===== src/sv/cst_pkg.sv =====
package cst_pkg;

  // Field widths of the request and response words.
  localparam int unsigned ACTION_W     = 2;
  localparam int unsigned SEM_INDEX_W  = 4;
  localparam int unsigned PROCESS_ID_W = 8;
  localparam int unsigned INIT_VALUE_W = 16;
  localparam int unsigned STATUS_W     = 2;
  localparam int unsigned COUNT_W      = 16;

  // Defaults for the top-level parameters.
  localparam int unsigned NUM_SEMS_DEF    = 16;
  localparam int unsigned QUEUE_DEPTH_DEF = 16;
  localparam int unsigned PID_BITS_DEF    = 8;

  localparam logic signed [COUNT_W-1:0] COUNT_MIN = {1'b1, {(COUNT_W-1){1'b0}}};
  localparam logic signed [COUNT_W-1:0] COUNT_MAX = {1'b0, {(COUNT_W-1){1'b1}}};

  typedef enum logic [ACTION_W-1:0] {
    ACT_INIT    = 2'd0,
    ACT_WAIT    = 2'd1,
    ACT_POST    = 2'd2,
    ACT_DESTROY = 2'd3
  } action_e;

  typedef enum logic [STATUS_W-1:0] {
    ST_READY    = 2'd0,
    ST_BLOCKED  = 2'd1,
    ST_REJECTED = 2'd2
  } status_e;

endpackage


===== src/sv/cst_if.sv =====
interface cst_in_if;
  import cst_pkg::*;

  logic                           valid;
  logic                           ready;
  logic        [ACTION_W-1:0]     action;
  logic        [SEM_INDEX_W-1:0]  sem_index;
  logic        [PROCESS_ID_W-1:0] process_id;
  logic signed [INIT_VALUE_W-1:0] init_value;

  modport source (output valid, action, sem_index, process_id, init_value, input ready);
  modport sink   (input valid, action, sem_index, process_id, init_value, output ready);
endinterface

interface cst_out_if;
  import cst_pkg::*;

  logic                    valid;
  logic                    ready;
  logic [PROCESS_ID_W-1:0] result_process;
  logic [STATUS_W-1:0]     result_status;
  logic                    last;

  modport source (output valid, result_process, result_status, last, input ready);
  modport sink   (input valid, result_process, result_status, last, output ready);
endinterface


===== src/sv/cst_ram.sv =====
module cst_ram #(
  parameter int unsigned WIDTH = 8,
  parameter int unsigned DEPTH = 16
) (
  input  logic                                          clk_i,
  input  logic                                          we_i,
  input  logic [((DEPTH > 1) ? $clog2(DEPTH) : 1)-1:0] waddr_i,
  input  logic [WIDTH-1:0]                              wdata_i,
  input  logic                                          re_i,
  input  logic [((DEPTH > 1) ? $clog2(DEPTH) : 1)-1:0] raddr_i,
  output logic [WIDTH-1:0]                              rdata_o
);

  logic [WIDTH-1:0] mem_q [DEPTH];
  logic [WIDTH-1:0] rdata_q;

  always_ff @(posedge clk_i) begin
    if (we_i) begin
      mem_q[waddr_i] <= wdata_i;
    end
  end

  // The read word holds until the next read is issued.
  always_ff @(posedge clk_i) begin
    if (re_i) begin
      rdata_q <= mem_q[raddr_i];
    end
  end

  assign rdata_o = rdata_q;

endmodule


===== src/sv/counting_semaphore_table.sv =====
// The request is registered in the request stage, and its result word in the result stage.
// Throughput: one request per cycle while the output is not stalled; a post that releases a
// waiter holds the output for two words, so the result register holds back the request after it.
// Reset: the pipeline and the per-entry valid flags clear at once; there is no clearing
// pass, and the waiter storage stays undefined until written.
module counting_semaphore_table #(
  parameter int unsigned NUM_SEMS    = cst_pkg::NUM_SEMS_DEF,
  parameter int unsigned QUEUE_DEPTH = cst_pkg::QUEUE_DEPTH_DEF,
  parameter int unsigned PID_BITS    = cst_pkg::PID_BITS_DEF
) (
  input  logic      clk_i,
  input  logic      rst_ni,
  cst_in_if.sink    sem_req,
  cst_out_if.source sem_rsp
);
  import cst_pkg::*;

  localparam int unsigned SIDX_W  = (NUM_SEMS > 1) ? $clog2(NUM_SEMS) : 1;
  localparam int unsigned QH_W    = (QUEUE_DEPTH > 1) ? $clog2(QUEUE_DEPTH) : 1;
  localparam int unsigned QF_W    = $clog2(QUEUE_DEPTH + 1);
  localparam int unsigned WDEPTH  = NUM_SEMS * QUEUE_DEPTH;
  localparam int unsigned WADDR_W = (WDEPTH > 1) ? $clog2(WDEPTH) : 1;
  localparam int unsigned ST_W    = COUNT_W + QH_W + QF_W;

  typedef struct packed {
    logic signed [COUNT_W-1:0] count;
    logic [QH_W-1:0]           head;
    logic [QF_W-1:0]           fill;
  } sem_state_t;

  // Request stage.
  logic                           x1_valid_q;
  action_e                        x1_action_q;
  logic        [SEM_INDEX_W-1:0]  x1_idx_q;
  logic        [PID_BITS-1:0]     x1_pid_q;
  logic signed [INIT_VALUE_W-1:0] x1_ival_q;
  logic                           byp_hit_q;
  sem_state_t                     byp_state_q;

  // Result stage.
  logic                x2_valid_q;
  logic [PID_BITS-1:0] x2_pid_q;
  status_e             x2_status_q;
  logic                x2_waiter_q;

  logic [NUM_SEMS-1:0] valid_q;

  logic              in_acc;
  logic              x1_adv;
  logic              x2_done;
  logic              out_hs;
  logic [SIDX_W-1:0] x1_sidx;
  logic [SIDX_W-1:0] in_sidx;
  logic              in_range;
  logic              entry_ok;
  logic [ST_W-1:0]   st_rdata;
  sem_state_t        cur;
  sem_state_t        st_wdata;
  logic              st_we;
  logic [PID_BITS-1:0] wt_rdata;
  logic              wt_we;
  logic              wt_re;
  logic [WADDR_W-1:0] wt_addr;
  logic [WADDR_W-1:0] wt_base;
  logic [QF_W:0]     tail_sum;
  logic [QH_W-1:0]   tail_slot;
  logic [QH_W-1:0]   head_next;
  logic signed [COUNT_W-1:0] count_dec;
  logic              q_full;
  logic              valid_set;
  logic              valid_clr;
  logic              has_waiter;
  status_e           status;

  assign in_acc  = sem_req.valid & sem_req.ready;
  assign out_hs  = sem_rsp.valid & sem_rsp.ready;
  assign x2_done = out_hs & ~x2_waiter_q;
  assign x1_adv  = x1_valid_q & (~x2_valid_q | x2_done);
  assign sem_req.ready = ~x1_valid_q | x1_adv;

  assign x1_sidx  = SIDX_W'(x1_idx_q);
  assign in_sidx  = SIDX_W'(sem_req.sem_index);
  assign in_range = (32'(x1_idx_q) < NUM_SEMS);
  assign entry_ok = in_range && valid_q[x1_sidx];

  // The state word written by the request leaving this stage is forwarded to the next one.
  assign cur = byp_hit_q ? byp_state_q : sem_state_t'(st_rdata);

  assign wt_base   = WADDR_W'(32'(x1_sidx) * QUEUE_DEPTH);
  assign tail_sum  = (QF_W+1)'(cur.head) + (QF_W+1)'(cur.fill);
  assign tail_slot = (32'(tail_sum) >= QUEUE_DEPTH) ? QH_W'(32'(tail_sum) - QUEUE_DEPTH)
                                                    : QH_W'(tail_sum);
  assign head_next = (32'(cur.head) == QUEUE_DEPTH - 1) ? '0 : QH_W'(cur.head + 1'b1);
  assign count_dec = (cur.count == COUNT_MIN) ? COUNT_MIN : cur.count - 16'sd1;
  assign q_full    = (32'(cur.fill) >= QUEUE_DEPTH);

  always_comb begin
    st_we      = 1'b0;
    st_wdata   = cur;
    wt_we      = 1'b0;
    wt_re      = 1'b0;
    wt_addr    = wt_base;
    valid_set  = 1'b0;
    valid_clr  = 1'b0;
    has_waiter = 1'b0;
    status     = ST_REJECTED;
    case (x1_action_q)
      ACT_INIT: begin
        if (in_range) begin
          status         = ST_READY;
          st_we          = 1'b1;
          st_wdata.count = COUNT_W'(x1_ival_q);
          st_wdata.head  = '0;
          st_wdata.fill  = '0;
          valid_set      = 1'b1;
        end
      end
      ACT_WAIT: begin
        if (entry_ok) begin
          if (count_dec[COUNT_W-1]) begin
            if (!q_full) begin
              status         = ST_BLOCKED;
              wt_we          = 1'b1;
              wt_addr        = wt_base + WADDR_W'(tail_slot);
              st_we          = 1'b1;
              st_wdata.count = count_dec;
              st_wdata.fill  = cur.fill + 1'b1;
            end
          end else begin
            status         = ST_READY;
            st_we          = 1'b1;
            st_wdata.count = count_dec;
          end
        end
      end
      ACT_POST: begin
        if (entry_ok) begin
          status = ST_READY;
          st_we  = 1'b1;
          if (cur.count != COUNT_MAX) begin
            st_wdata.count = cur.count + 16'sd1;
          end
          if (cur.fill != '0) begin
            wt_re         = 1'b1;
            wt_addr       = wt_base + WADDR_W'(cur.head);
            st_wdata.head = head_next;
            st_wdata.fill = cur.fill - 1'b1;
            has_waiter    = 1'b1;
          end
        end
      end
      ACT_DESTROY: begin
        // The queue contents are ignored until the next init rewrites the state word.
        if (entry_ok) begin
          status    = ST_READY;
          valid_clr = 1'b1;
        end
      end
      default: begin
        status = ST_REJECTED;
      end
    endcase
  end

  cst_ram #(
    .WIDTH (ST_W),
    .DEPTH (NUM_SEMS)
  ) u_state_ram (
    .clk_i   (clk_i),
    .we_i    (x1_adv & st_we),
    .waddr_i (x1_sidx),
    .wdata_i (st_wdata),
    .re_i    (in_acc),
    .raddr_i (in_sidx),
    .rdata_o (st_rdata)
  );

  cst_ram #(
    .WIDTH (PID_BITS),
    .DEPTH (WDEPTH)
  ) u_waiter_ram (
    .clk_i   (clk_i),
    .we_i    (x1_adv & wt_we),
    .waddr_i (wt_addr),
    .wdata_i (x1_pid_q),
    .re_i    (x1_adv & wt_re),
    .raddr_i (wt_addr),
    .rdata_o (wt_rdata)
  );

  always_ff @(posedge clk_i or negedge rst_ni) begin
    if (!rst_ni) begin
      x1_valid_q <= 1'b0;
      byp_hit_q  <= 1'b0;
      x2_valid_q <= 1'b0;
      x2_waiter_q <= 1'b0;
      valid_q    <= '0;
    end else begin
      if (in_acc) begin
        x1_valid_q <= 1'b1;
        byp_hit_q  <= x1_adv & st_we & (x1_sidx == in_sidx);
      end else if (x1_adv) begin
        x1_valid_q <= 1'b0;
      end

      if (x1_adv) begin
        x2_valid_q  <= 1'b1;
        x2_waiter_q <= has_waiter;
        if (valid_set) begin
          valid_q[x1_sidx] <= 1'b1;
        end
        if (valid_clr) begin
          valid_q[x1_sidx] <= 1'b0;
        end
      end else if (x2_done) begin
        x2_valid_q <= 1'b0;
      end else if (out_hs) begin
        // The released waiter went out; the caller's word follows.
        x2_waiter_q <= 1'b0;
      end
    end
  end

  always_ff @(posedge clk_i) begin
    if (in_acc) begin
      x1_action_q <= action_e'(sem_req.action);
      x1_idx_q    <= sem_req.sem_index;
      x1_pid_q    <= PID_BITS'(sem_req.process_id);
      x1_ival_q   <= sem_req.init_value;
      byp_state_q <= st_wdata;
    end
    if (x1_adv) begin
      x2_pid_q    <= x1_pid_q;
      x2_status_q <= status;
    end
  end

  assign sem_rsp.valid          = x2_valid_q;
  assign sem_rsp.result_process = x2_waiter_q ? PROCESS_ID_W'(wt_rdata)
                                              : PROCESS_ID_W'(x2_pid_q);
  assign sem_rsp.result_status  = x2_waiter_q ? ST_READY : x2_status_q;
  assign sem_rsp.last           = ~x2_waiter_q;

endmodule


===== src/flat_wrapper.sv =====
// flat-port wrapper written by rule: the top's interface ports become plain ports
module counting_semaphore_table_flat import cst_pkg::*;
#(
  parameter int unsigned NUM_SEMS    = cst_pkg::NUM_SEMS_DEF,
  parameter int unsigned QUEUE_DEPTH = cst_pkg::QUEUE_DEPTH_DEF,
  parameter int unsigned PID_BITS    = cst_pkg::PID_BITS_DEF
)
  (clk_i, rst_ni, sem_req_valid, sem_req_action, sem_req_sem_index, sem_req_process_id, sem_req_init_value, sem_req_ready, sem_rsp_valid, sem_rsp_result_process, sem_rsp_result_status, sem_rsp_last, sem_rsp_ready);
  cst_in_if sem_req_i ();
  cst_out_if sem_rsp_i ();
  input  logic clk_i;
  input  logic rst_ni;
  input wire logic [$bits(sem_req_i.valid)-1:0] sem_req_valid;
  input wire logic [$bits(sem_req_i.action)-1:0] sem_req_action;
  input wire logic [$bits(sem_req_i.sem_index)-1:0] sem_req_sem_index;
  input wire logic [$bits(sem_req_i.process_id)-1:0] sem_req_process_id;
  input wire logic [$bits(sem_req_i.init_value)-1:0] sem_req_init_value;
  output wire logic [$bits(sem_req_i.ready)-1:0] sem_req_ready;
  output wire logic [$bits(sem_rsp_i.valid)-1:0] sem_rsp_valid;
  output wire logic [$bits(sem_rsp_i.result_process)-1:0] sem_rsp_result_process;
  output wire logic [$bits(sem_rsp_i.result_status)-1:0] sem_rsp_result_status;
  output wire logic [$bits(sem_rsp_i.last)-1:0] sem_rsp_last;
  input wire logic [$bits(sem_rsp_i.ready)-1:0] sem_rsp_ready;
  assign sem_req_i.valid = sem_req_valid;
  assign sem_req_i.action = sem_req_action;
  assign sem_req_i.sem_index = sem_req_sem_index;
  assign sem_req_i.process_id = sem_req_process_id;
  assign sem_req_i.init_value = sem_req_init_value;
  assign sem_req_ready = sem_req_i.ready;
  assign sem_rsp_valid = sem_rsp_i.valid;
  assign sem_rsp_result_process = sem_rsp_i.result_process;
  assign sem_rsp_result_status = sem_rsp_i.result_status;
  assign sem_rsp_last = sem_rsp_i.last;
  assign sem_rsp_i.ready = sem_rsp_ready;
  counting_semaphore_table #(.NUM_SEMS(NUM_SEMS), .QUEUE_DEPTH(QUEUE_DEPTH), .PID_BITS(PID_BITS)) u_core (.clk_i(clk_i), .rst_ni(rst_ni), .sem_req(sem_req_i), .sem_rsp(sem_rsp_i));
endmodule

===== config.mk =====
export PLATFORM = sky130hd
export DESIGN_NAME = counting_semaphore_table_flat
export DESIGN_NICKNAME = d
export VERILOG_FILES = /design/src/sv/cst_pkg.sv /design/src/sv/cst_if.sv /design/src/sv/cst_ram.sv /design/src/sv/counting_semaphore_table.sv /design/src/flat_wrapper.sv
export SDC_FILE = /design/constraint.sdc
export NUM_CORES = 2
export LEC_CHECK = 0
export BUFFER_PORTS_ARGS = -buffer_cell sky130_fd_sc_hd__clkbuf_2
export CORE_ASPECT_RATIO = 0.6
export CORE_MARGIN = 2
export CORE_UTILIZATION = 39
export CTS_BUF_LIST = sky130_fd_sc_hd__clkbuf_2 sky130_fd_sc_hd__clkbuf_4 sky130_fd_sc_hd__clkbuf_8
export DETAILED_ROUTE_END_ITERATION = 8
export GPL_TIMING_DRIVEN = 0
export RECOVER_POWER = 100
export SYNTH_ARGS = -nofsm -noshare
export SYNTH_HDL_FRONTEND = slang
export SYNTH_HIERARCHICAL = 1
export SYNTH_SLANG_ARGS = --single-unit

===== constraint.sdc =====
create_clock -name clk_i -period 13.1 [get_ports clk_i]
set_clock_uncertainty 0.05 [all_clocks]
set_input_delay 1.31 -clock clk_i [delete_from_list [all_inputs] [get_ports clk_i]]
set_output_delay 1.31 -clock clk_i [all_outputs]
set_load 0.005 [all_outputs]

==> impl_metrics.env <==
export IMPL_yosysTopAreaCellShare_pct=75.7
export IMPL_initial_utilization_pct=39.3
export IMPL_via_count_of_the_first_global_routing_pass=53300
export IMPL_synth_most_common_cell="sky130_fd_sc_hd__edfxtp_1"
export IMPL_chip_width_um=661
export IMPL_cts_sinks=2566
export IMPL_grt_overflow=0
export IMPL_result_of_the_run="finished, violations left"
export IMPL_numCtsBuffers=355
export IMPL_synth_seq_cells=2566
export IMPL_failed_checks="max-capacitance violations, max-slew violations"
export IMPL_hold_start="sem_req_process_id[7]"
export IMPL_hold_class="input pin to flip-flop"
export IMPL_post_synth_top_area_cell="sky130_fd_sc_hd__edfxtp_1"
export IMPL_worst_r2r_path_depth=18
export IMPL_cp_cell_sequence="clkbuf_1 > mux4_2 > nand3_1 > and4_1 > clkbuf_1 > a2111oi_0 > nand2_1 > o22ai_1 > and2_0 > clkinv_1 > buf_4 > nor2_1 > clkbuf_1 > a22oi_1 > a21oi_1 > nor4_2 > buf_6 > nor4_1"
export IMPL_route_detailed_vias_per_inst=6.23
export IMPL_max_stage_delay_ns=1.50
export IMPL_critPathCaptureType="flip-flop"
export IMPL_totalNegativeSetupSlack_ns=0
export IMPL_chipHeight_um=398
export IMPL_place_port_buffers=46
export IMPL_syn_area_mm2=0.101
export IMPL_detailedPlacementHpwl_um=239000
export IMPL_grt_usage_pct=24.9
export IMPL_post_synth_cell_area_avg_um2=20.5
export IMPL_setup_repair_bufs_after_cts=0
export IMPL_final_max_slew_viol_count=670
export IMPL_critPathSlowestCell="sky130_fd_sc_hd__a2111oi_0"
export IMPL_critPathArrivalTime_ns=11.62
export IMPL_cts_tree="yes"
export IMPL_worst_hold_path_num_cells=1
export IMPL_grt_max_degree=75
export IMPL_hold_buffers=0
export IMPL_drc=0
export IMPL_cp_most_frequent_cell="sky130_fd_sc_hd__clkbuf_1"
export IMPL_path_max_fanout=11
export IMPL_endpoint_of_the_lowest_slack_register_to_register_path="u_core/u_waiter_ram/rdata_o[0]$_DFFE_PP_"
export IMPL_synth_yosys_seq_area_share_pct=76.2
export IMPL_io_pin_count=47
export IMPL_die_area_mm2=0.263
export IMPL_startpoint_type="flip-flop"
export IMPL_grt_antenna_before_repair=30
export IMPL_worst_ir_drop_vdd_v=0.0000890
export IMPL_worst_setup_slack_after_layout_ns=1.99
export IMPL_worst_slew_margin_rel_pct=-183
export IMPL_final_net_count=5517
export IMPL_clock_insertion_delay_worst_skew_ns=1.00
export IMPL_totalWireLength_um=334000
export IMPL_async_reset_ff_share_pct=0.779
export IMPL_cts_root_buffer_cell="sky130_fd_sc_hd__clkbuf_8"
export IMPL_synth_top_cells_by_area="sky130_fd_sc_hd__edfxtp_1 (76%), sky130_fd_sc_hd__mux4_2 (12%), sky130_fd_sc_hd__mux2i_1 (1.5%), sky130_fd_sc_hd__a22oi_1 (1.4%), sky130_fd_sc_hd__nor2_1 (1.2%)"
export IMPL_synthesis_yosys_warnings=6
export IMPL_critPathKind="flip-flop to flip-flop"
export IMPL_routedWlPerCell_um=36.4
export IMPL_setup_viol=0
export IMPL_synthDistinctLibCells=89
export IMPL_p_per_area_mw_per_mm2=144
export IMPL_worst_pin_slew_ns=4.25
export IMPL_worst_setup_hold_path_clk_slew_ns=0.07
export IMPL_wire_length_of_the_first_global_routing_pass_um=447000
export IMPL_clock_path_buffers=4
export IMPL_final_min_clock_period_ns=11.11
export IMPL_htree_levels=5
export IMPL_final_period_utilization_pct=84.8
export IMPL_grt_setup_unrepaired="false"
export IMPL_post_synth_inst_count=4924
export IMPL_max_freq_mhz=90.0
export IMPL_hold_path_end="u_core/x1_pid_q[7]$_DFFE_PP_"
export IMPL_first_pass_iters=6
export IMPL_ant_nets=0
export IMPL_post_cts_resized_instances=0
export IMPL_design_core_area_mm2=0.257
export IMPL_worstReg2RegStart="u_core/x1_idx_q[1]$_DFFE_PP_"
export IMPL_routed_via_count=57200
export IMPL_maxCapViolCount=44
export IMPL_detailedPlace_worstSlack_ns=4.05
export IMPL_post_synthesis_net_count=4974
export IMPL_synthFlopType="sky130_fd_sc_hd__edfxtp_1"
export IMPL_power_static_leakage_uw=0.0335
export IMPL_synth_commonest_cells="sky130_fd_sc_hd__edfxtp_1 (2546), sky130_fd_sc_hd__mux4_2 (558), sky130_fd_sc_hd__nor2_1 (329)"
export IMPL_cp_required_ns=13.60
export IMPL_r2r_slack_ns=1.99
export IMPL_hold_violations=0
export IMPL_synth_edf_count=2546
export IMPL_core_rowCount=144
export IMPL_syn_to_final_growth_pct=11.8
export IMPL_drt_initial_drc_count=10700
export IMPL_gp_congestion=0.981
export IMPL_layout_drive_gt1_share_pct=22.7
[how the worst max path moves through the flow]
stage	to	start	cells past startpoint	slack, ns
2_1_floorplan	u_core/u_state_ram/mem_q[0][0]$_DFFE_PP_	sem_rsp_ready	8	7.98
3_3_place_gp	u_core/u_waiter_ram/rdata_o[1]$_DFFE_PP_	u_core/x1_idx_q[1]$_DFFE_PP_	18	2.85
3_5_place_dp	u_core/u_waiter_ram/rdata_o[7]$_DFFE_PP_	u_core/byp_hit_q$_DFFE_PN0P_	20	4.05
4_1_cts	u_core/u_waiter_ram/rdata_o[7]$_DFFE_PP_	u_core/byp_hit_q$_DFFE_PN0P_	20	4.02
5_1_grt	u_core/u_waiter_ram/rdata_o[3]$_DFFE_PP_	u_core/x1_idx_q[1]$_DFFE_PP_	19	1.94
6_report	u_core/u_waiter_ram/rdata_o[0]$_DFFE_PP_	u_core/x1_idx_q[1]$_DFFE_PP_	18	1.99
[logic make-up after synthesis]
logic type               share of synthesized area (%)
AO/OA/AOI/OAI                                     4.04
XOR/XNOR                                         0.165
adder cells (fa/ha/maj)                          0.206
buffers and inverters                             1.86
flip-flops                                        76.2
multiplexers                                      14.3
AND/OR/NAND/NOR                                   3.16
[registers in the layout, indices dropped and copies added, names as in the netlist]
register	flops
u_core/x2_status_q	2
u_core/x2_pid_q	8
u_core/byp_state_q	25
u_core/byp_hit_q	1
u_core/x1_action_q	2
u_core/u_state_ram/rdata_o	25
u_core/x1_idx_q	4
u_core/x1_ival_q	16
u_core/sem_rsp.valid	1
u_core/u_waiter_ram/mem_q	2048
u_core/x1_valid_q	1
u_core/x2_waiter_q	1
u_core/u_state_ram/mem_q	400
u_core/x1_pid_q	8
u_core/u_waiter_ram/rdata_o	8
u_core/valid_q	16
[power breakdown]
part / switching, uW / total [uW] / internal, uW / leakage, uW
sequential: 37.2 / 9170 / 9130 / 0.0232
combinational: 717 / 967 / 250 / 0.00677
clock: 3060 / 6120 / 3060 / 0.00354
total: 3810 / 16300 / 12400 / 0.0335
[final cells by class]
class	instances	area [um^2]
Fill cell	22100	144000
Sequential cell	2566	77000
Multi-Input combinational cell	2037	22100
Clock buffer	464	5740
Tap cell	3431	4290
Buffer	294	1790
Clock inverter	164	1000
Timing Repair Buffer	186	861
Inverter	27	103
Antenna cell	7	17.5
[cells in the final DEF (no fill, tap or decap), drive strengths merged, types with 20 or more instances in the layout]
master  netlist  layout
edfxtp     2546    2546
clkbuf      135     784
mux4        560     560
nor2        329     329
a22oi       186     186
mux2i       160     160
buf         159     160
a21oi       149     149
clkinv        3     143
nand2       103     103
nand3        58      58
o221ai       53      53
nor2b        39      39
nor3         38      38
o22ai        36      36
nor4         32      32
o21ai        29      29
inv          24      28
nand4        20      20
dfrtp        20      20
mux2         20      20
[stage by stage]
stage	utilization (%)	instances	hold slack (ns)	total power (uW)	instance area [um^2]
floorplan	-	4924	0.407	9830	101000
global placement	41.0	8401	0.420	10300	105000
detailed placement	42.3	8540	0.439	10400	109000
CTS	45.0	9168	0.209	16400	116000
global route	43.9	9171	0.409	16700	113000
finish	43.9	9176	0.456	16300	113000
[worst max-delay path: cells and delay by family, from the launching register on]
kind | cells | cell delay, ns
AOI/OAI and AO/OA | 4 | 2.33
and+or+nand+nor | 7 | 3.75
DFF | 1 | 1.04
muxes | 1 | 0.35
buffers and inverters | 6 | 3.12
[metal layers]
layer / vias up / share of wire (%) / routed length, um / track usage [%]
li1: 21700 / - / - / -
met3: 561 / 20 / 66200 / 14.6
met4: 28 / 2.6 / 8600 / 5.82
met2: 4559 / 36 / 119000 / 29.1
met1: 30300 / 42 / 139000 / 38.2
met5: - / 0.22 / 738 / 0
Note: power is estimated with default switching activity, not from simulation.
